`src/sv/adpm_pkg.sv`:
```
`default_nettype none
// ---------------------------------------------------------------------------
// adpm_pkg
// shared types and constants for the data-processing decode and move core
// ---------------------------------------------------------------------------
package adpm_pkg;

  typedef enum logic [3:0] {
    GRP_DPREG      = 4'd0,
    GRP_DPSREG     = 4'd1,
    GRP_MISC       = 4'd2,
    GRP_HALFMUL    = 4'd3,
    GRP_MUL        = 4'd4,
    GRP_SYNC       = 4'd5,
    GRP_EXTRALS    = 4'd6,
    GRP_EXTRALS_UP = 4'd7,
    GRP_DPIMM      = 4'd8,
    GRP_MOVW       = 4'd9,
    GRP_MOVT       = 4'd10,
    GRP_MSRHINTS   = 4'd11,
    GRP_ERROR      = 4'd12
  } group_t;

  // op1 patterns
  localparam logic [4:0] OP1_10XX0_MASK = 5'b11001;
  localparam logic [4:0] OP1_10XX0_VAL  = 5'b10000;
  localparam logic [4:0] OP1_0XX1X_MASK = 5'b10010;
  localparam logic [4:0] OP1_0XX1X_VAL  = 5'b00010;
  localparam logic [4:0] OP1_MSR_MASK   = 5'b11011;
  localparam logic [4:0] OP1_MSR_VAL    = 5'b10010;
  localparam logic [4:0] OP1_MOVW       = 5'b10000;
  localparam logic [4:0] OP1_MOVT       = 5'b10100;

  // op2 patterns
  localparam logic [3:0] OP2_MUL        = 4'b1001;
  localparam logic [3:0] OP2_XLS_HALF   = 4'b1011;
  localparam logic [3:0] OP2_XLS_DUAL   = 4'b1101;

  localparam logic [3:0] OPC_MOV        = 4'b1101;
  localparam logic [3:0] REG_PC         = 4'd15;
  localparam logic [3:0] COND_NV        = 4'b1111;

  typedef struct packed {
    logic [31:0] instruction;
    logic [3:0]  flags_nzcv;
    logic [31:0] dest_current;
  } insn_t;

  typedef struct packed {
    group_t      group;
    logic        write_reg;
    logic [3:0]  dest_reg;
    logic [31:0] write_value;
    logic        write_pc;
    logic        flags_write;
    logic        new_n;
    logic        new_z;
    logic        new_c;
  } res_t;

endpackage
`default_nettype wire

```
`src/sv/adpm_if.sv`:
```
`default_nettype none
// ---------------------------------------------------------------------------
// adpm_insn_if / adpm_res_if
// valid/ready channels for instruction items and result items
// ---------------------------------------------------------------------------
interface adpm_insn_if;
  logic        valid;
  logic        ready;
  logic [31:0] instruction;
  logic [3:0]  flags_nzcv;
  logic [31:0] dest_current;

  modport source (output valid, instruction, flags_nzcv, dest_current, input ready);
  modport sink   (input valid, instruction, flags_nzcv, dest_current, output ready);
endinterface

interface adpm_res_if;
  logic        valid;
  logic        ready;
  logic [3:0]  group;
  logic        write_reg;
  logic [3:0]  dest_reg;
  logic [31:0] write_value;
  logic        write_pc;
  logic        flags_write;
  logic        new_n;
  logic        new_z;
  logic        new_c;

  modport source (output valid, group, write_reg, dest_reg, write_value, write_pc,
                  flags_write, new_n, new_z, new_c, input ready);
  modport sink   (input valid, group, write_reg, dest_reg, write_value, write_pc,
                  flags_write, new_n, new_z, new_c, output ready);
endinterface
`default_nettype wire

```
`src/sv/arm_dpmisc_decode_and_move_imm_core.sv`:
```
`default_nettype none
// ---------------------------------------------------------------------------
// arm_dpmisc_decode_and_move_imm_core
// data-processing/misc group decode with MOV/MOVW/MOVT execution
//
//   channel  role  payload
//   insn     sink  instruction, flags_nzcv, dest_current
//   result   src   group, write_reg, dest_reg, write_value, write_pc,
//                  flags_write, new_n, new_z, new_c
//
// one instruction per cycle unless result.ready stalls the pipeline; an
// instruction passes stage one and stage two before its result is valid
// stage one registers the instruction, stage two registers the decoded result
// a stalled result holds both stages; insn.ready drops only when both are full
// reset clears the two stage valid bits, payload registers are not reset
// ---------------------------------------------------------------------------
module arm_dpmisc_decode_and_move_imm_core
  import adpm_pkg::*;
(
  input  wire           clk,
  input  wire           rst,
  adpm_insn_if.sink     insn,
  adpm_res_if.source    result
);

  logic  s1_valid;
  insn_t s1_data;
  logic  s1_ready;
  logic  s2_valid;
  res_t  s2_data;
  logic  s2_ready;
  res_t  dec;

  assign s2_ready   = !s2_valid || result.ready;
  assign s1_ready   = !s1_valid || s2_ready;
  assign insn.ready = s1_ready;

  always_ff @(posedge clk) begin
    if (rst) begin
      s1_valid <= 1'b0;
    end else if (s1_ready) begin
      s1_valid <= insn.valid;
    end
  end

  always_ff @(posedge clk) begin
    if (s1_ready && insn.valid) begin
      s1_data.instruction  <= insn.instruction;
      s1_data.flags_nzcv   <= insn.flags_nzcv;
      s1_data.dest_current <= insn.dest_current;
    end
  end

  adpm_exec u_exec (
    .insn (s1_data),
    .res  (dec)
  );

  always_ff @(posedge clk) begin
    if (rst) begin
      s2_valid <= 1'b0;
    end else if (s2_ready) begin
      s2_valid <= s1_valid;
    end
  end

  always_ff @(posedge clk) begin
    if (s2_ready && s1_valid) begin
      s2_data <= dec;
    end
  end

  assign result.valid       = s2_valid;
  assign result.group       = s2_data.group;
  assign result.write_reg   = s2_data.write_reg;
  assign result.dest_reg    = s2_data.dest_reg;
  assign result.write_value = s2_data.write_value;
  assign result.write_pc    = s2_data.write_pc;
  assign result.flags_write = s2_data.flags_write;
  assign result.new_n       = s2_data.new_n;
  assign result.new_z       = s2_data.new_z;
  assign result.new_c       = s2_data.new_c;

  a_wr_excl: assert property (@(posedge clk) disable iff (rst)
    s2_valid |-> !(s2_data.write_reg && s2_data.write_pc))
    else $error("register and pc write together");

  a_pc_dest: assert property (@(posedge clk) disable iff (rst)
    (s2_valid && s2_data.write_pc) |-> (s2_data.dest_reg == REG_PC))
    else $error("pc write without register 15");

  a_flags_mov: assert property (@(posedge clk) disable iff (rst)
    (s2_valid && s2_data.flags_write) |-> (s2_data.write_reg && s2_data.group == GRP_DPIMM))
    else $error("flag update outside an executed mov");

  a_full_stall: assert property (@(posedge clk) disable iff (rst)
    (s1_valid && s2_valid && !result.ready) |-> !insn.ready)
    else $error("transfer taken with both stages blocked");

endmodule
`default_nettype wire

```
`src/sv/adpm_exec.sv`:
```
`default_nettype none
// ---------------------------------------------------------------------------
// adpm_exec
// group decode, condition check and move-immediate execution
// ---------------------------------------------------------------------------
module adpm_exec
  import adpm_pkg::*;
(
  input  insn_t insn,
  output res_t  res
);

  logic [31:0] ins;
  logic [4:0]  op1;
  logic [3:0]  op2;
  logic        a10xx0;
  logic        a0xx1x;
  logic        hi;
  logic        b_ext;
  logic        n, z, c, v;
  logic        cond_base;
  logic        pass;
  group_t      grp;
  logic [3:0]  rd;
  logic [15:0] imm16;
  logic [4:0]  rot;
  logic [63:0] rot_wide;
  logic [31:0] imm_rot;
  logic        is_mov;
  logic        exec;
  logic [31:0] val;

  assign ins    = insn.instruction;
  assign op1    = ins[24:20];
  assign op2    = ins[7:4];
  assign a10xx0 = (op1 & OP1_10XX0_MASK) == OP1_10XX0_VAL;
  assign a0xx1x = (op1 & OP1_0XX1X_MASK) == OP1_0XX1X_VAL;
  assign hi     = op1[4];
  assign b_ext  = (op2 == OP2_XLS_HALF) || ((op2 & OP2_XLS_DUAL) == OP2_XLS_DUAL);
  assign {n, z, c, v} = insn.flags_nzcv;

  // condition check
  always_comb begin
    unique case (ins[31:29])
      3'd0:    cond_base = z;
      3'd1:    cond_base = c;
      3'd2:    cond_base = n;
      3'd3:    cond_base = v;
      3'd4:    cond_base = c && !z;
      3'd5:    cond_base = (n == v);
      3'd6:    cond_base = (n == v) && !z;
      default: cond_base = 1'b1;
    endcase
    pass = (ins[28] && ins[31:28] != COND_NV) ? !cond_base : cond_base;
  end

  // group decode
  always_comb begin
    if (!ins[25]) begin
      priority if (!a10xx0 && !op2[0])                 grp = GRP_DPREG;
      else if (!a10xx0 && op2[3] == 1'b0 && op2[0])    grp = GRP_DPSREG;
      else if (a10xx0 && !op2[3])                      grp = GRP_MISC;
      else if (a10xx0 && op2[3] && !op2[0])            grp = GRP_HALFMUL;
      else if (!hi && op2 == OP2_MUL)                  grp = GRP_MUL;
      else if (hi && op2 == OP2_MUL)                   grp = GRP_SYNC;
      else if (!a0xx1x && b_ext)                       grp = GRP_EXTRALS;
      else if (a0xx1x && b_ext)                        grp = GRP_EXTRALS_UP;
      else                                             grp = GRP_ERROR;
    end else begin
      priority if (!a10xx0)                            grp = GRP_DPIMM;
      else if (op1 == OP1_MOVW)                        grp = GRP_MOVW;
      else if (op1 == OP1_MOVT)                        grp = GRP_MOVT;
      else if ((op1 & OP1_MSR_MASK) == OP1_MSR_VAL)    grp = GRP_MSRHINTS;
      else                                             grp = GRP_ERROR;
    end
  end

  // immediate expansion
  assign rd       = ins[15:12];
  assign imm16    = {ins[19:16], ins[11:0]};
  assign rot      = {ins[11:8], 1'b0};
  assign rot_wide = {24'd0, ins[7:0], 24'd0, ins[7:0]} >> rot;
  assign imm_rot  = rot_wide[31:0];
  assign is_mov   = (grp == GRP_DPIMM) && (ins[24:21] == OPC_MOV);

  always_comb begin
    exec = 1'b0;
    val  = 32'd0;
    unique case (grp)
      GRP_DPIMM: begin
        if (is_mov && pass) begin
          exec = 1'b1;
          val  = imm_rot;
        end
      end
      GRP_MOVW: begin
        if (pass) begin
          exec = 1'b1;
          val  = {16'd0, imm16};
        end
      end
      GRP_MOVT: begin
        if (pass) begin
          exec = 1'b1;
          val  = {imm16, insn.dest_current[15:0]};
        end
      end
      default: begin
        exec = 1'b0;
      end
    endcase
  end

  always_comb begin
    res.group       = grp;
    res.dest_reg    = rd;
    res.write_value = val;
    res.write_reg   = exec && (rd != REG_PC);
    res.write_pc    = exec && (rd == REG_PC);
    res.flags_write = is_mov && pass && ins[20] && (rd != REG_PC);
    res.new_n       = n;
    res.new_z       = z;
    res.new_c       = c;
    if (res.flags_write) begin
      res.new_n = val[31];
      res.new_z = (val == 32'd0);
      res.new_c = (rot == 5'd0) ? c : val[31];
    end
  end

endmodule
`default_nettype wire
```
`src/flat_wrapper.sv`:
```
// flat-port wrapper written by rule: the top's interface ports become plain ports
module arm_dpmisc_decode_and_move_imm_core_flat import adpm_pkg::*;
  (clk, rst, insn_valid, insn_instruction, insn_flags_nzcv, insn_dest_current, insn_ready, result_valid, result_group, result_write_reg, result_dest_reg, result_write_value, result_write_pc, result_flags_write, result_new_n, result_new_z, result_new_c, result_ready);
  adpm_insn_if insn_i ();
  adpm_res_if result_i ();
  input  wire clk;
  input  wire rst;
  input wire logic [$bits(insn_i.valid)-1:0] insn_valid;
  input wire logic [$bits(insn_i.instruction)-1:0] insn_instruction;
  input wire logic [$bits(insn_i.flags_nzcv)-1:0] insn_flags_nzcv;
  input wire logic [$bits(insn_i.dest_current)-1:0] insn_dest_current;
  output wire logic [$bits(insn_i.ready)-1:0] insn_ready;
  output wire logic [$bits(result_i.valid)-1:0] result_valid;
  output wire logic [$bits(result_i.group)-1:0] result_group;
  output wire logic [$bits(result_i.write_reg)-1:0] result_write_reg;
  output wire logic [$bits(result_i.dest_reg)-1:0] result_dest_reg;
  output wire logic [$bits(result_i.write_value)-1:0] result_write_value;
  output wire logic [$bits(result_i.write_pc)-1:0] result_write_pc;
  output wire logic [$bits(result_i.flags_write)-1:0] result_flags_write;
  output wire logic [$bits(result_i.new_n)-1:0] result_new_n;
  output wire logic [$bits(result_i.new_z)-1:0] result_new_z;
  output wire logic [$bits(result_i.new_c)-1:0] result_new_c;
  input wire logic [$bits(result_i.ready)-1:0] result_ready;
  assign insn_i.valid = insn_valid;
  assign insn_i.instruction = insn_instruction;
  assign insn_i.flags_nzcv = insn_flags_nzcv;
  assign insn_i.dest_current = insn_dest_current;
  assign insn_ready = insn_i.ready;
  assign result_valid = result_i.valid;
  assign result_group = result_i.group;
  assign result_write_reg = result_i.write_reg;
  assign result_dest_reg = result_i.dest_reg;
  assign result_write_value = result_i.write_value;
  assign result_write_pc = result_i.write_pc;
  assign result_flags_write = result_i.flags_write;
  assign result_new_n = result_i.new_n;
  assign result_new_z = result_i.new_z;
  assign result_new_c = result_i.new_c;
  assign result_i.ready = result_ready;
  arm_dpmisc_decode_and_move_imm_core u_core (.clk(clk), .rst(rst), .insn(insn_i), .result(result_i));
endmodule
```
`config.mk`:
```
export PLATFORM = sky130hd
export DESIGN_NAME = arm_dpmisc_decode_and_move_imm_core_flat
export DESIGN_NICKNAME = d
export VERILOG_FILES = /design/src/sv/adpm_pkg.sv /design/src/sv/adpm_if.sv /design/src/sv/arm_dpmisc_decode_and_move_imm_core.sv /design/src/sv/adpm_exec.sv /design/src/flat_wrapper.sv
export SDC_FILE = /design/constraint.sdc
export NUM_CORES = 1
export LEC_CHECK = 0
export ABC_AREA = 0
export BUFFER_PORTS_ARGS = -buffer_cell sky130_fd_sc_hd__buf_4
export CAP_MARGIN = 15
export CORE_UTILIZATION = 53
export DETAILED_ROUTE_END_ITERATION = 7
export GPL_TIMING_DRIVEN = 1
export PLACE_DENSITY = 0.8
export SLEW_MARGIN = 10
export SYNTH_ARGS = -nofsm -noshare
export SYNTH_HDL_FRONTEND = slang
export SYNTH_SLANG_ARGS = --single-unit
```
`constraint.sdc`:
```
create_clock -name clk -period 3.93 [get_ports clk]
set_input_delay 0.393 -clock clk [delete_from_list [all_inputs] [get_ports clk]]
set_output_delay 0.393 -clock clk [all_outputs]
set_load 0.02 [all_outputs]
```
==> results of run 1 <==
==> cell type report <==
cell class | instances | area (sq um)
clock buffers | 11 | 131
clock inverters | 5 | 38.8
fillers | 593 | 2640
inverters | 4 | 15.0
multi-input cells | 236 | 1570
flip-flops and latches | 98 | 2920
well taps | 105 | 131
repair buffers | 111 | 846
==> layer usage <==
layer | vias up | share of wire, % | GRT usage [%]
li1 | 1610 | - | -
met1 | 1653 | 41 | 34.3
met2 | 231 | 47 | 40.7
met3 | 29 | 9.0 | 5.98
met4 | 0 | 2.5 | 9.60
met5 | - | 0 | 0
==> cells by family (layout without fill, tap and decap cells) <==
logic type | Yosys count | count (layout) | share of synthesized area [%]
AOI/OAI and AO/OA | 81 | 81 | 12.3
DFF | 98 | 98 | 63.4
muxes | 29 | 29 | 7.17
xor gates and xnor gates | 3 | 3 | 0.570
buffers and inverters | 27 | 131 | 2.61
and+or+nand+nor | 123 | 123 | 13.9
==> critical path, delay by kind of cell (launching register included) <==
kind / cells / cell delay [ns]
AND/OR/NAND/NOR: 3 / 1.15
multiplexers: 2 / 0.52
AO/OA/AOI/OAI: 2 / 0.61
flip-flops: 1 / 0.96
==> per-stage QoR <==
stage | worst slack, ns | utilization, % | std cells
after floorplan | 0.861 | - | 361
after global placement | 0.651 | 65.9 | 553
after detailed placement | 0.654 | 65.9 | 553
after CTS | 0.578 | 67.9 | 569
after global routing | 0.360 | 68.2 | 570
final | 0.550 | 68.2 | 570
==> placed cells by master (no fill, tap or decap), types with 3 or more instances in the layout <==
master and count:
nor3_1 5, clkinvlp_4 4, o22ai_1 6, o21ai_0 7
a21oi_1 18, mux2i_1 17, nand3_1 8, nor3b_1 3
nor2_1 46, mux2_2 8, inv_1 4, nor2b_1 3
nand4_1 5, nand2b_1 6, a21boi_0 3, nand2_1 17
buf_4 110, or3_1 3, edfxtp_1 96, nor4_1 6
a22oi_1 14, o211ai_1 5, xnor2_1 3, clkbuf_8 9
nand4bb_1 3, a32oi_1 3
==> final timing paths <==
path | slack (ns) | cells after the start | to
max | 0.55 | 7 | u_core.result.new_z$_DFFE_PP_
min | 0.18 | 2 | u_core.s1_valid$_SDFFE_PP0N_
max reg2reg | 0.55 | 7 | u_core.result.new_z$_DFFE_PP_
min reg2reg | 0.46 | 0 | u_core.result.dest_reg[0]$_DFFE_PP_
==> power groups by stage <==
stage | clock network (uW) | logic [uW] | registers [uW]
2_1_floorplan | 0 | 135 | 1290
3_3_place_gp | 0 | 261 | 1280
3_5_place_dp | 0 | 266 | 1280
4_1_cts | 580 | 267 | 1260
5_1_grt | 611 | 290 | 1270
6_report | 574 | 272 | 1260
==> run_results.csv, run 1 <==
group,metric,value,unit
floorplanning,boundaryPins,120,
setup_path,r2r_start,"u_core.s1_data[44]$_DFFE_PP_",
routing,wire_per_inst,19.8,microns
grt,antenna_found_initial,0,
setup_path,arrival,3.58,ns
finish,drive_gt1_share,30.8,%
sta,setup_violations,0,
grt,grt_max_degree,51,
setup_path,path_common_cell,"or4_1",
sta,fmax,296,MHz
placement,dpl.hpwl,8.25,mm
finish,antenna_cells,0,
setup_path,worstSetupStartpointType,"flop",
clocking,cts_tree,"done",
sta,grt_setup_unrepaired,"no",
yosys,synth_cells,361,
yosys,yosys.area.top_type,"edfxtp_1",
power,p_leak,0.00209,uW
finish,nNetsFinal,532,
clocking,cts_hold_buffers,0,
floorplanning,fp.coreArea,8300,sq um
worst_hold_path,hold_path_class,"input pin to flop",
sta,skew,0.0130,ns
clocking,post_cts_buffers,0,
routing,ant_nets,0,
power,fin_total_pwr,2100,uW
grt,grt_use_total,25.6,%
clocking,clk_latency,0.36,ns
sta,maxSlewHeadroom,27.2,%
finish,max_flop_register,"u_core.s1_data",
floorplanning,num_rows,33,
clocking,ctsLongestPathBuffers,2,
sta,period_share,86.0,%
routing,avgViaCountPerCell,6.18,
sta,fin_crit,3.38,ns
power,vdd_drop_max,272,uV
routing,wirelength,11.3,mm
setup_path,worstSetupEndpointType,"flop",
grt,gr-total-overflow,0,
yosys,ys_ff_latch,98,
yosys,avgSynthCellArea,12.8,sq um
status,status,"finished, final reports clean",
grt,grt_pass1_vias,3229,
job,cap_violations,0,
yosys,synth_most_common_cell,"edfxtp_1",
yosys,synth_area_leaders,"edfxtp_1 (63%), nor2_1 (3.7%), mux2i_1 (3.7%), a22oi_1 (2.3%), a21oi_1 (2.0%)",
setup_path,crit_required,4.13,ns
yosys,synth-seq-area-share,63.4,%
placement,routabilityCongestion,0.954,
clocking,clock_sinks,98,
setup_path,slowest_delay,0.96,ns
yosys,synth-main-ff-cell,"edfxtp_1",
clocking,clkTransAtPathRegs,0.09,ns
yosys,syn_nets,433,
placement,portBuffers,101,
finish,area_growth,22.8,%
setup_path,critical_path.startpoint,"u_core.s1_data[44]$_DFFE_PP_",
yosys,ys_types,62,
setup_path,critPathMaxFanout,21,
yosys,async_reset_ff_share,0,%
power,p_comb_share,12.9,%
routing,vias,3523,
yosys,ys_top_cells_by_count,"edfxtp_1 (96), nor2_1 (46), a21oi_1 (18)",
sta,finalMaxSlewViolations,0,
sta,whs,0.183,ns
sta,tightest_slew,1.09,ns
yosys,synth_edf_count,96,
yosys,yosysWarnings,0,
floorplanning,die_area,9070,sq um
sta,tns,0,ns
clocking,h-tree-depth,3,
routing,drc,0,
setup_path,crit_chain,"mux2i_2 > mux2i_1 > a211oi_1 > nand4_1 > or4_1 > or4_1 > o31ai_2",
placement,postPlaceCellArea,5470,sq um
floorplanning,initial_utilization,55.5,%
routing,first_pass_iters,5,
power,p_clk_share,27.3,%
floorplanning,die-height,95.2,microns
clocking,cts_buffers,9,
grt,grt_first_pass_wirelength,16.9,mm
finish,largest_reg_flops,50,
floorplanning,die_w,95.2,microns
sta,finalHoldViolCount,0,
setup_path,worst_path_max_delay_cell,"edfxtp_1",
setup_path,critPathKind,"flop to flop",
yosys,netlist_area,4610,sq um
power,p_int,1560,uW
finish,finalInstanceArea,5660,sq um
power,switching_share,25.7,%
clocking,cts_resized,0,
clocking,cts_root_buf,"clkbuf_8",
worst_hold_path,hold_path.startpoint,"rst",
power,power.density,372,nW/um^2
routing,drtIter0Drc,250,
power,p_switching,541,uW
power,seqPwrFrac,59.8,%
yosys,netlist.area_leader.share,62.6,%
No activity file was read; power rests on OpenSTA's default activity.
==> run 2, diff against run 1 <==
--- a/config.mk
+++ b/config.mk
@@ -5,7 +5,7 @@
 export SDC_FILE = /design/constraint.sdc
 export NUM_CORES = 1
 export LEC_CHECK = 0
-export ABC_AREA = 0
+export ABC_AREA = 1
 export BUFFER_PORTS_ARGS = -buffer_cell sky130_fd_sc_hd__buf_4
 export CAP_MARGIN = 15
 export CORE_UTILIZATION = 53
==> run_results.csv, run 2 <==
group,metric,value,unit
yosys,async_reset_ff_share,0,%
finish,max_flop_register,"u_core.s1_data",
floorplanning,fp.coreArea,8680,sq um
finish,antenna_cells,0,
sta,setup_violations,0,
clocking,post_cts_buffers,0,
clocking,cts_buffers,9,
setup_path,cp-endpoint,"u_core.result.new_z$_DFFE_PP_",
finish,seq_area,2920,sq um
clocking,cts_root_buf,"clkbuf_8",
job,cap_violations,0,
sta,skew,0.0181,ns
yosys,synth-seq-area-share,61.9,%
finish,nNetsFinal,664,
finish,multi_input_area,1460,sq um
finish,largest_reg_flops,50,
setup_path,worstSetupStartpointType,"flop",
clocking,clkTransAtPathRegs,0.10,ns
yosys,synth_edf_count,96,
status,status,"finished, final reports clean",
setup_path,ff2ff_setup_slack,1.03,ns
yosys,netlist_area,4720,sq um
yosys,yosysWarnings,0,
placement,dpl.hpwl,7.81,mm
clocking,clk_latency,0.38,ns
yosys,synth_cells,498,
setup_path,crit_chain,"inv_1 > nand2_1 > nor2_1 > nor2_1 > nand2_1 > nand2_1 > nand3_1 > nand3_4 > nand2_1 > o21ai_0 > inv_1 > nand2_1 > nor2_1 > nand2_1 > nor2_1 > nand2_1 > nand2_1",
routing,first_pass_iters,6,
grt,gr-total-overflow,0,
finish,finalInstanceArea,5750,sq um
routing,wirelength,11.0,mm
sta,fin_crit,2.90,ns
clocking,cts_resized,0,
routing,wire_per_inst,15.7,microns
setup_path,critPathMaxFanout,64,
power,vdd_drop_max,223,uV
sta,period_share,73.8,%
sta,finalMaxSlewViolations,0,
setup_path,crit_required,4.19,ns
routing,ant_nets,0,
yosys,ys_types,28,
clocking,h-tree-depth,3,
yosys,ys_top_cells_by_count,"nand2_1 (106), edfxtp_1 (96), nand3_1 (70)",
yosys,yosys.area.top_type,"edfxtp_1",
sta,maxSlewHeadroom,29.8,%
power,p_leak,0.00265,uW
placement,routabilityCongestion,0.921,
floorplanning,die_w,96.4,microns
setup_path,critPathKind,"flop to flop",
routing,drc,0,
sta,grt_setup_unrepaired,"no",
setup_path,worstSetupEndpointType,"flop",
finish,n_fill_cell,696,
setup_path,path_delay_family,"simple AND/OR/NAND/NOR gates",
clocking,cts_hold_buffers,0,
placement,postPlaceCellArea,5520,sq um
setup_path,path_common_cell,"nand2_1",
sta,tns,0,ns
power,power.density,384,nW/um^2
grt,grt_max_degree,65,
routing,vias,3912,
grt,grt_use_total,24.7,%
floorplanning,initial_utilization,54.4,%
floorplanning,num_rows,34,
routing,drtIter0Drc,348,
setup_path,r2r_start,"u_core.s1_data[66]$_DFFE_PP_",
placement,portBuffers,101,
routing,avgViaCountPerCell,5.55,
finish,area_growth,21.8,%
grt,antenna_found_initial,0,
yosys,avgSynthCellArea,9.48,sq um
grt,grt_pass1_vias,3470,
power,fin_total_pwr,2210,uW
clocking,ctsLongestPathBuffers,2,
setup_path,worst_path_max_delay_cell,"nand3_4",
sta,finalHoldViolCount,0,
finish,drive_gt1_share,21.4,%
setup_path,reg2reg_to,"u_core.result.new_z$_DFFE_PP_",
yosys,syn_nets,570,
setup_path,ff2ff_path_depth,17,
setup_path,arrival,3.16,ns
worst_hold_path,hold_path_class,"input pin to flop",
setup_path,crit_buf_inv,2,
setup_path,slowest_delay,0.52,ns
yosys,synth-main-ff-cell,"edfxtp_1",
finish,layout_common_cells,"nand2_1 (106), buf_4 (105), edfxtp_1 (96)",
floorplanning,die_area,9290,sq um
clocking,clock_sinks,98,
yosys,synth_most_common_cell,"nand2_1",
sta,tightest_slew,1.05,ns
floorplanning,boundaryPins,120,
clocking,cts_tree,"done",
grt,grt_first_pass_wirelength,16.8,mm
yosys,ys_ff_latch,98,
finish,final_common_cell,"nand2_1",
yosys,synth_area_leaders,"edfxtp_1 (61%), nand2_1 (8.4%), nand3_1 (7.4%), nor2_1 (5.4%), inv_1 (4.4%)",
yosys,netlist.area_leader.share,61.0,%
sta,fmax,345,MHz
floorplanning,die-height,96.4,microns
setup_path,cp.depth,17,
setup_path,critical_path.startpoint,"u_core.s1_data[66]$_DFFE_PP_",
-- run 2: cell count changes in the layout (fill, tap and decap cells not counted), moves of 6 or more --
| cell | before | now |
|---|---|---|
| nand2b_1 | 6 | 0 |
| mux2i_1 | 17 | 0 |
| mux2_2 | 8 | 0 |
| nand2_1 | 17 | 106 |
| nor2_1 | 46 | 68 |
| inv_1 | 4 | 54 |
| o21ai_0 | 7 | 27 |
| a22oi_1 | 14 | 0 |
| nand3_1 | 8 | 70 |
-- run 2: area by class of cell --
type,instances,share of cell area [%]
sequential,98,50.8
multi-input combinational,321,25.4
timing repair buffer,105,13.7
inverter,57,3.72
clock buffer,11,2.46
tap,108,2.35
clock inverter,5,1.48
-- run 2: routing by layer --
layer | GRT usage, % | vias to the layer above | part of all wire, %
li1 | - | 1877 | -
met1 | 34.5 | 1816 | 42
met2 | 38.4 | 192 | 48
met3 | 3.60 | 27 | 7.5
met4 | 11.8 | 0 | 2.3
met5 | 0 | - | 0
-- run 2: worst min-delay path by stage --
| stage | cells after the start | startpoint | to | slack (ns) |
|---|---|---|---|---|
| after floorplan | 0 | u_core.s1_data[48]$_DFFE_PP_ | u_core.result.dest_reg[0]$_DFFE_PP_ | 0.43 |
| after global placement | 0 | u_core.s1_data[51]$_DFFE_PP_ | u_core.result.dest_reg[3]$_DFFE_PP_ | 0.43 |
| after detailed placement | 0 | u_core.s1_data[49]$_DFFE_PP_ | u_core.result.dest_reg[1]$_DFFE_PP_ | 0.45 |
| after CTS | 2 | rst | u_core.result.valid$_SDFFE_PP0P_ | 0.16 |
| after global routing | 2 | rst | u_core.result.valid$_SDFFE_PP0P_ | 0.16 |
| final | 2 | rst | u_core.result.valid$_SDFFE_PP0P_ | 0.16 |
-- run 2: through the flow --
stage / worst slack (ns) / hold slack (ns) / cells / util [%]
2_1_floorplan: 0.775 / 0.426 / 498 / -
3_3_place_gp: 1.24 / 0.432 / 689 / 63.6
3_5_place_dp: 1.08 / 0.445 / 689 / 63.6
4_1_cts: 1.08 / 0.157 / 705 / 66.2
5_1_grt: 0.674 / 0.161 / 705 / 66.2
6_report: 1.03 / 0.165 / 705 / 66.2
-- run 2: logic make-up after synthesis --
| logic type | count (synthesis) | synth area share [%] |
|---|---|---|
| AND/OR/NAND/NOR | 265 | 24.5 |
| flip-flops | 98 | 61.9 |
| buffers and inverters | 79 | 7.37 |
| AO/OA/AOI/OAI | 56 | 6.28 |
-- run 2: power by group --
group	internal, uW	switching, uW	leakage [uW]
sequential	1200	35.6	0.000976
clock	379	351	0.000110
combinational	88.2	150	0.00157
total	1670	537	0.00265
==> run 3, diff against run 2 <==
--- a/config.mk
+++ b/config.mk
@@ -8,10 +8,10 @@
 export ABC_AREA = 1
 export BUFFER_PORTS_ARGS = -buffer_cell sky130_fd_sc_hd__buf_4
 export CAP_MARGIN = 15
-export CORE_UTILIZATION = 53
+export CORE_UTILIZATION = 48
 export DETAILED_ROUTE_END_ITERATION = 7
 export GPL_TIMING_DRIVEN = 1
-export PLACE_DENSITY = 0.8
+export PLACE_DENSITY = 0.76
 export SLEW_MARGIN = 10
 export SYNTH_ARGS = -nofsm -noshare
 export SYNTH_HDL_FRONTEND = slang
==> constraint.sdc (replaced) <==
create_clock -name clk -period 2.5 [get_ports clk]
set_input_delay 0.25 -clock clk [delete_from_list [all_inputs] [get_ports clk]]
set_output_delay 0.25 -clock clk [all_outputs]
set_load 0.02 [all_outputs]
==> run_results.csv, run 3 (same netlist as run 2, synthesis figures left out) <==
group,metric,value,unit
setup_path,path_common_cell,"nand2_1",
setup_path,crit_required,2.64,ns
grt,gr-total-overflow,0,
routing,avgViaCountPerCell,5.26,
setup_path,worstSetupEndpointType,"flop",
grt,grt_use_total,22.7,%
setup_path,critPathMaxFanout,5,
placement,portBuffers,101,
finish,area_growth,31.6,%
finish,nNetsFinal,699,
finish,post-route-util,66.3,%
finish,layout_common_cells,"buf_4 (128), nand2_1 (99), edfxtp_1 (96)",
clocking,cts_buffers,9,
grt,grt_max_degree,51,
grt,grt_first_pass_wirelength,17.2,mm
clocking,cts_tree,"done",
power,p_comb_share,14.7,%
power,seqPwrFrac,55.5,%
sta,setup_violations,0,
sta,tightest_slew,0.631,ns
status,status,"finished, final reports clean",
floorplanning,fp.coreArea,9370,sq um
setup_path,arrival,2.53,ns
power,p_clk_share,29.8,%
sta,maxSlewHeadroom,57.9,%
placement,routabilityCongestion,0.876,
finish,antenna_cells,0,
finish,max_flop_register,"u_core.s1_data",
routing,wirelength,11.9,mm
power,switching_share,25.5,%
sta,tns,0,ns
setup_path,critPathKind,"flop to flop",
clocking,clk_latency,0.38,ns
routing,ant_nets,0,
setup_path,path_delay_family,"simple AND/OR/NAND/NOR gates",
setup_path,crit_buf_inv,3,
sta,fmax,419,MHz
floorplanning,die_w,101,microns
power,p_leak,0.00285,uW
routing,drtIter0Drc,342,
routing,drc,0,
routing,vias,4004,
clocking,h-tree-depth,3,
sta,skew,0.0141,ns
floorplanning,die-height,101,microns
clocking,ctsLongestPathBuffers,2,
worst_hold_path,whs_path_depth,2,
sta,finalHoldViolCount,0,
setup_path,slowest_delay,0.47,ns
worst_hold_path,hold_path.startpoint,"rst",
floorplanning,num_rows,35,
power,power.density,561,nW/um^2
setup_path,worst_path_max_delay_cell,"edfxtp_1",
setup_path,crit_chain,"inv_2 > nand2_2 > nor2_1 > nor2_1 > nand2_1 > nand2_2 > nand2_2 > nand2_4 > buf_12 > nand3_4 > buf_2 > nand2_1 > nor2_1 > nor2_2 > nand2_1 > nor2_1 > nand2_1 > nor2_2 > nand2_1 > nand2_1",
floorplanning,boundaryPins,120,
grt,antenna_found_initial,0,
power,vdd_drop_max,331,uV
sta,finalMaxSlewViolations,0,
worst_hold_path,hold_path_class,"input pin to flop",
finish,drive_gt1_share,30.4,%
sta,fin_crit,2.39,ns
setup_path,reg2reg_to,"u_core.result.new_z$_DFFE_PP_",
setup_path,ff2ff_path_depth,20,
worst_hold_path,worstHoldEndpoint,"u_core.s1_valid$_SDFFE_PP0N_",
placement,dpl.hpwl,8.19,mm
grt,grt_pass1_vias,3555,
setup_path,r2r_start,"u_core.s1_data[65]$_DFFE_PP_",
routing,wire_per_inst,15.6,microns
clocking,clock_sinks,98,
sta,period_share,95.5,%
power,p_int,2600,uW
finish,n_fill_cell,768,
clocking,clkTransAtPathRegs,0.10,ns
setup_path,ff2ff_setup_slack,0.11,ns
clocking,cts_root_buf,"clkbuf_8",
floorplanning,initial_utilization,50.4,%
job,cap_violations,0,
setup_path,worstSetupStartpointType,"flop",
placement,dp.cells,728,
routing,first_pass_iters,5,
floorplanning,die_area,10200,sq um
finish,final_common_cell,"buf_4",
power,p_switching,889,uW
finish,largest_reg_flops,50,
finish,fin_cells,761,
clocking,cts_hold_buffers,0,
==> run 3: changes by cell type in the layout (fill, tap and decap cells not counted), moves of 4 or more <==
cell,change
buf_4,+23
nor2_1,-10
nor2_2,+10
nand2_1,-7
nand2_2,+6
nand3_2,+6
nand3_1,-5
o21ai_0,-5
o21ai_2,+4
==> run 3: through the flow <==
stage	instance area, sq um	worst slack [ns]	power, uW	hold slack, ns
after floorplan	4730	0.353	2210	0.319
final	6220	0.112	3490	0.0240
after global routing	6220	-0.0366	3620	0.00962
after CTS	5910	0.0813	3400	0.0212
after detailed placement	5710	0.0912	2390	0.417
after global placement	5710	0.162	2370	0.414
==> run 3: power by group through the flow <==
stage | Combinational, uW | Clock, uW | Sequential (uW)
floorplan | 222 | 0 | 1990
global placement | 407 | 0 | 1970
detailed placement | 418 | 0 | 1970
CTS | 419 | 1050 | 1930
global route | 548 | 1130 | 1940
finish | 512 | 1040 | 1930
==> run 3: worst reg2reg max path: cells and delay by family (launching register included) <==
| kind | cells | cell delay [ns] |
|---|---|---|
| AND/OR/NAND/NOR | 17 | 1.24 |
| flip-flops | 1 | 0.47 |
| buffers and inverters | 3 | 0.45 |
==> run 3: how the worst max path moves through the flow <==
| stage | slack (ns) | end | startpoint | cells after the start |
|---|---|---|---|---|
| 2_1_floorplan | 0.35 | u_core.s1_data[0]$_DFFE_PP_ | u_core.result.valid$_SDFFE_PP0P_ | 3 |
| 3_3_place_gp | 0.16 | u_core.result.new_z$_DFFE_PP_ | u_core.s1_data[57]$_DFFE_PP_ | 14 |
| 3_5_place_dp | 0.09 | u_core.result.new_z$_DFFE_PP_ | u_core.s1_data[65]$_DFFE_PP_ | 15 |
| 4_1_cts | 0.08 | u_core.result.new_z$_DFFE_PP_ | u_core.s1_data[65]$_DFFE_PP_ | 15 |
| 5_1_grt | -0.04 | u_core.result.new_z$_DFFE_PP_ | u_core.s1_data[65]$_DFFE_PP_ | 17 |
| 6_report | 0.11 | u_core.result.new_z$_DFFE_PP_ | u_core.s1_data[65]$_DFFE_PP_ | 20 |
==> run 3: layout make-up <==
class / count / area [sq um] / share of cell area [%]
Clock buffer: 11 / 141 / 2.27
Clock inverter: 5 / 62.6 / 1.01
Inverter: 57 / 218 / 3.50
Multi-Input combinational cell: 324 / 1600 / 25.7
Sequential cell: 98 / 2920 / 47.0
Tap cell: 129 / 161 / 2.60
Timing Repair Buffer: 137 / 1110 / 17.9
==> run 3: layer usage <==
layer  wire length, microns  vias up  GRT usage, %
li1                       -     1948             -
met2                   5630      199          35.9
met5                      0        -             0
met4                    277        0          8.03
met1                   5120     1830          31.4
met3                    864       27          4.62
==> run 3: repair_timing <==
| item | CTS | global route |
|---|---|---|
| buffers inserted | 0 | 10 |
| setup endpoints to repair | 0 | 1 |
| resized for setup | 0 | 39 |
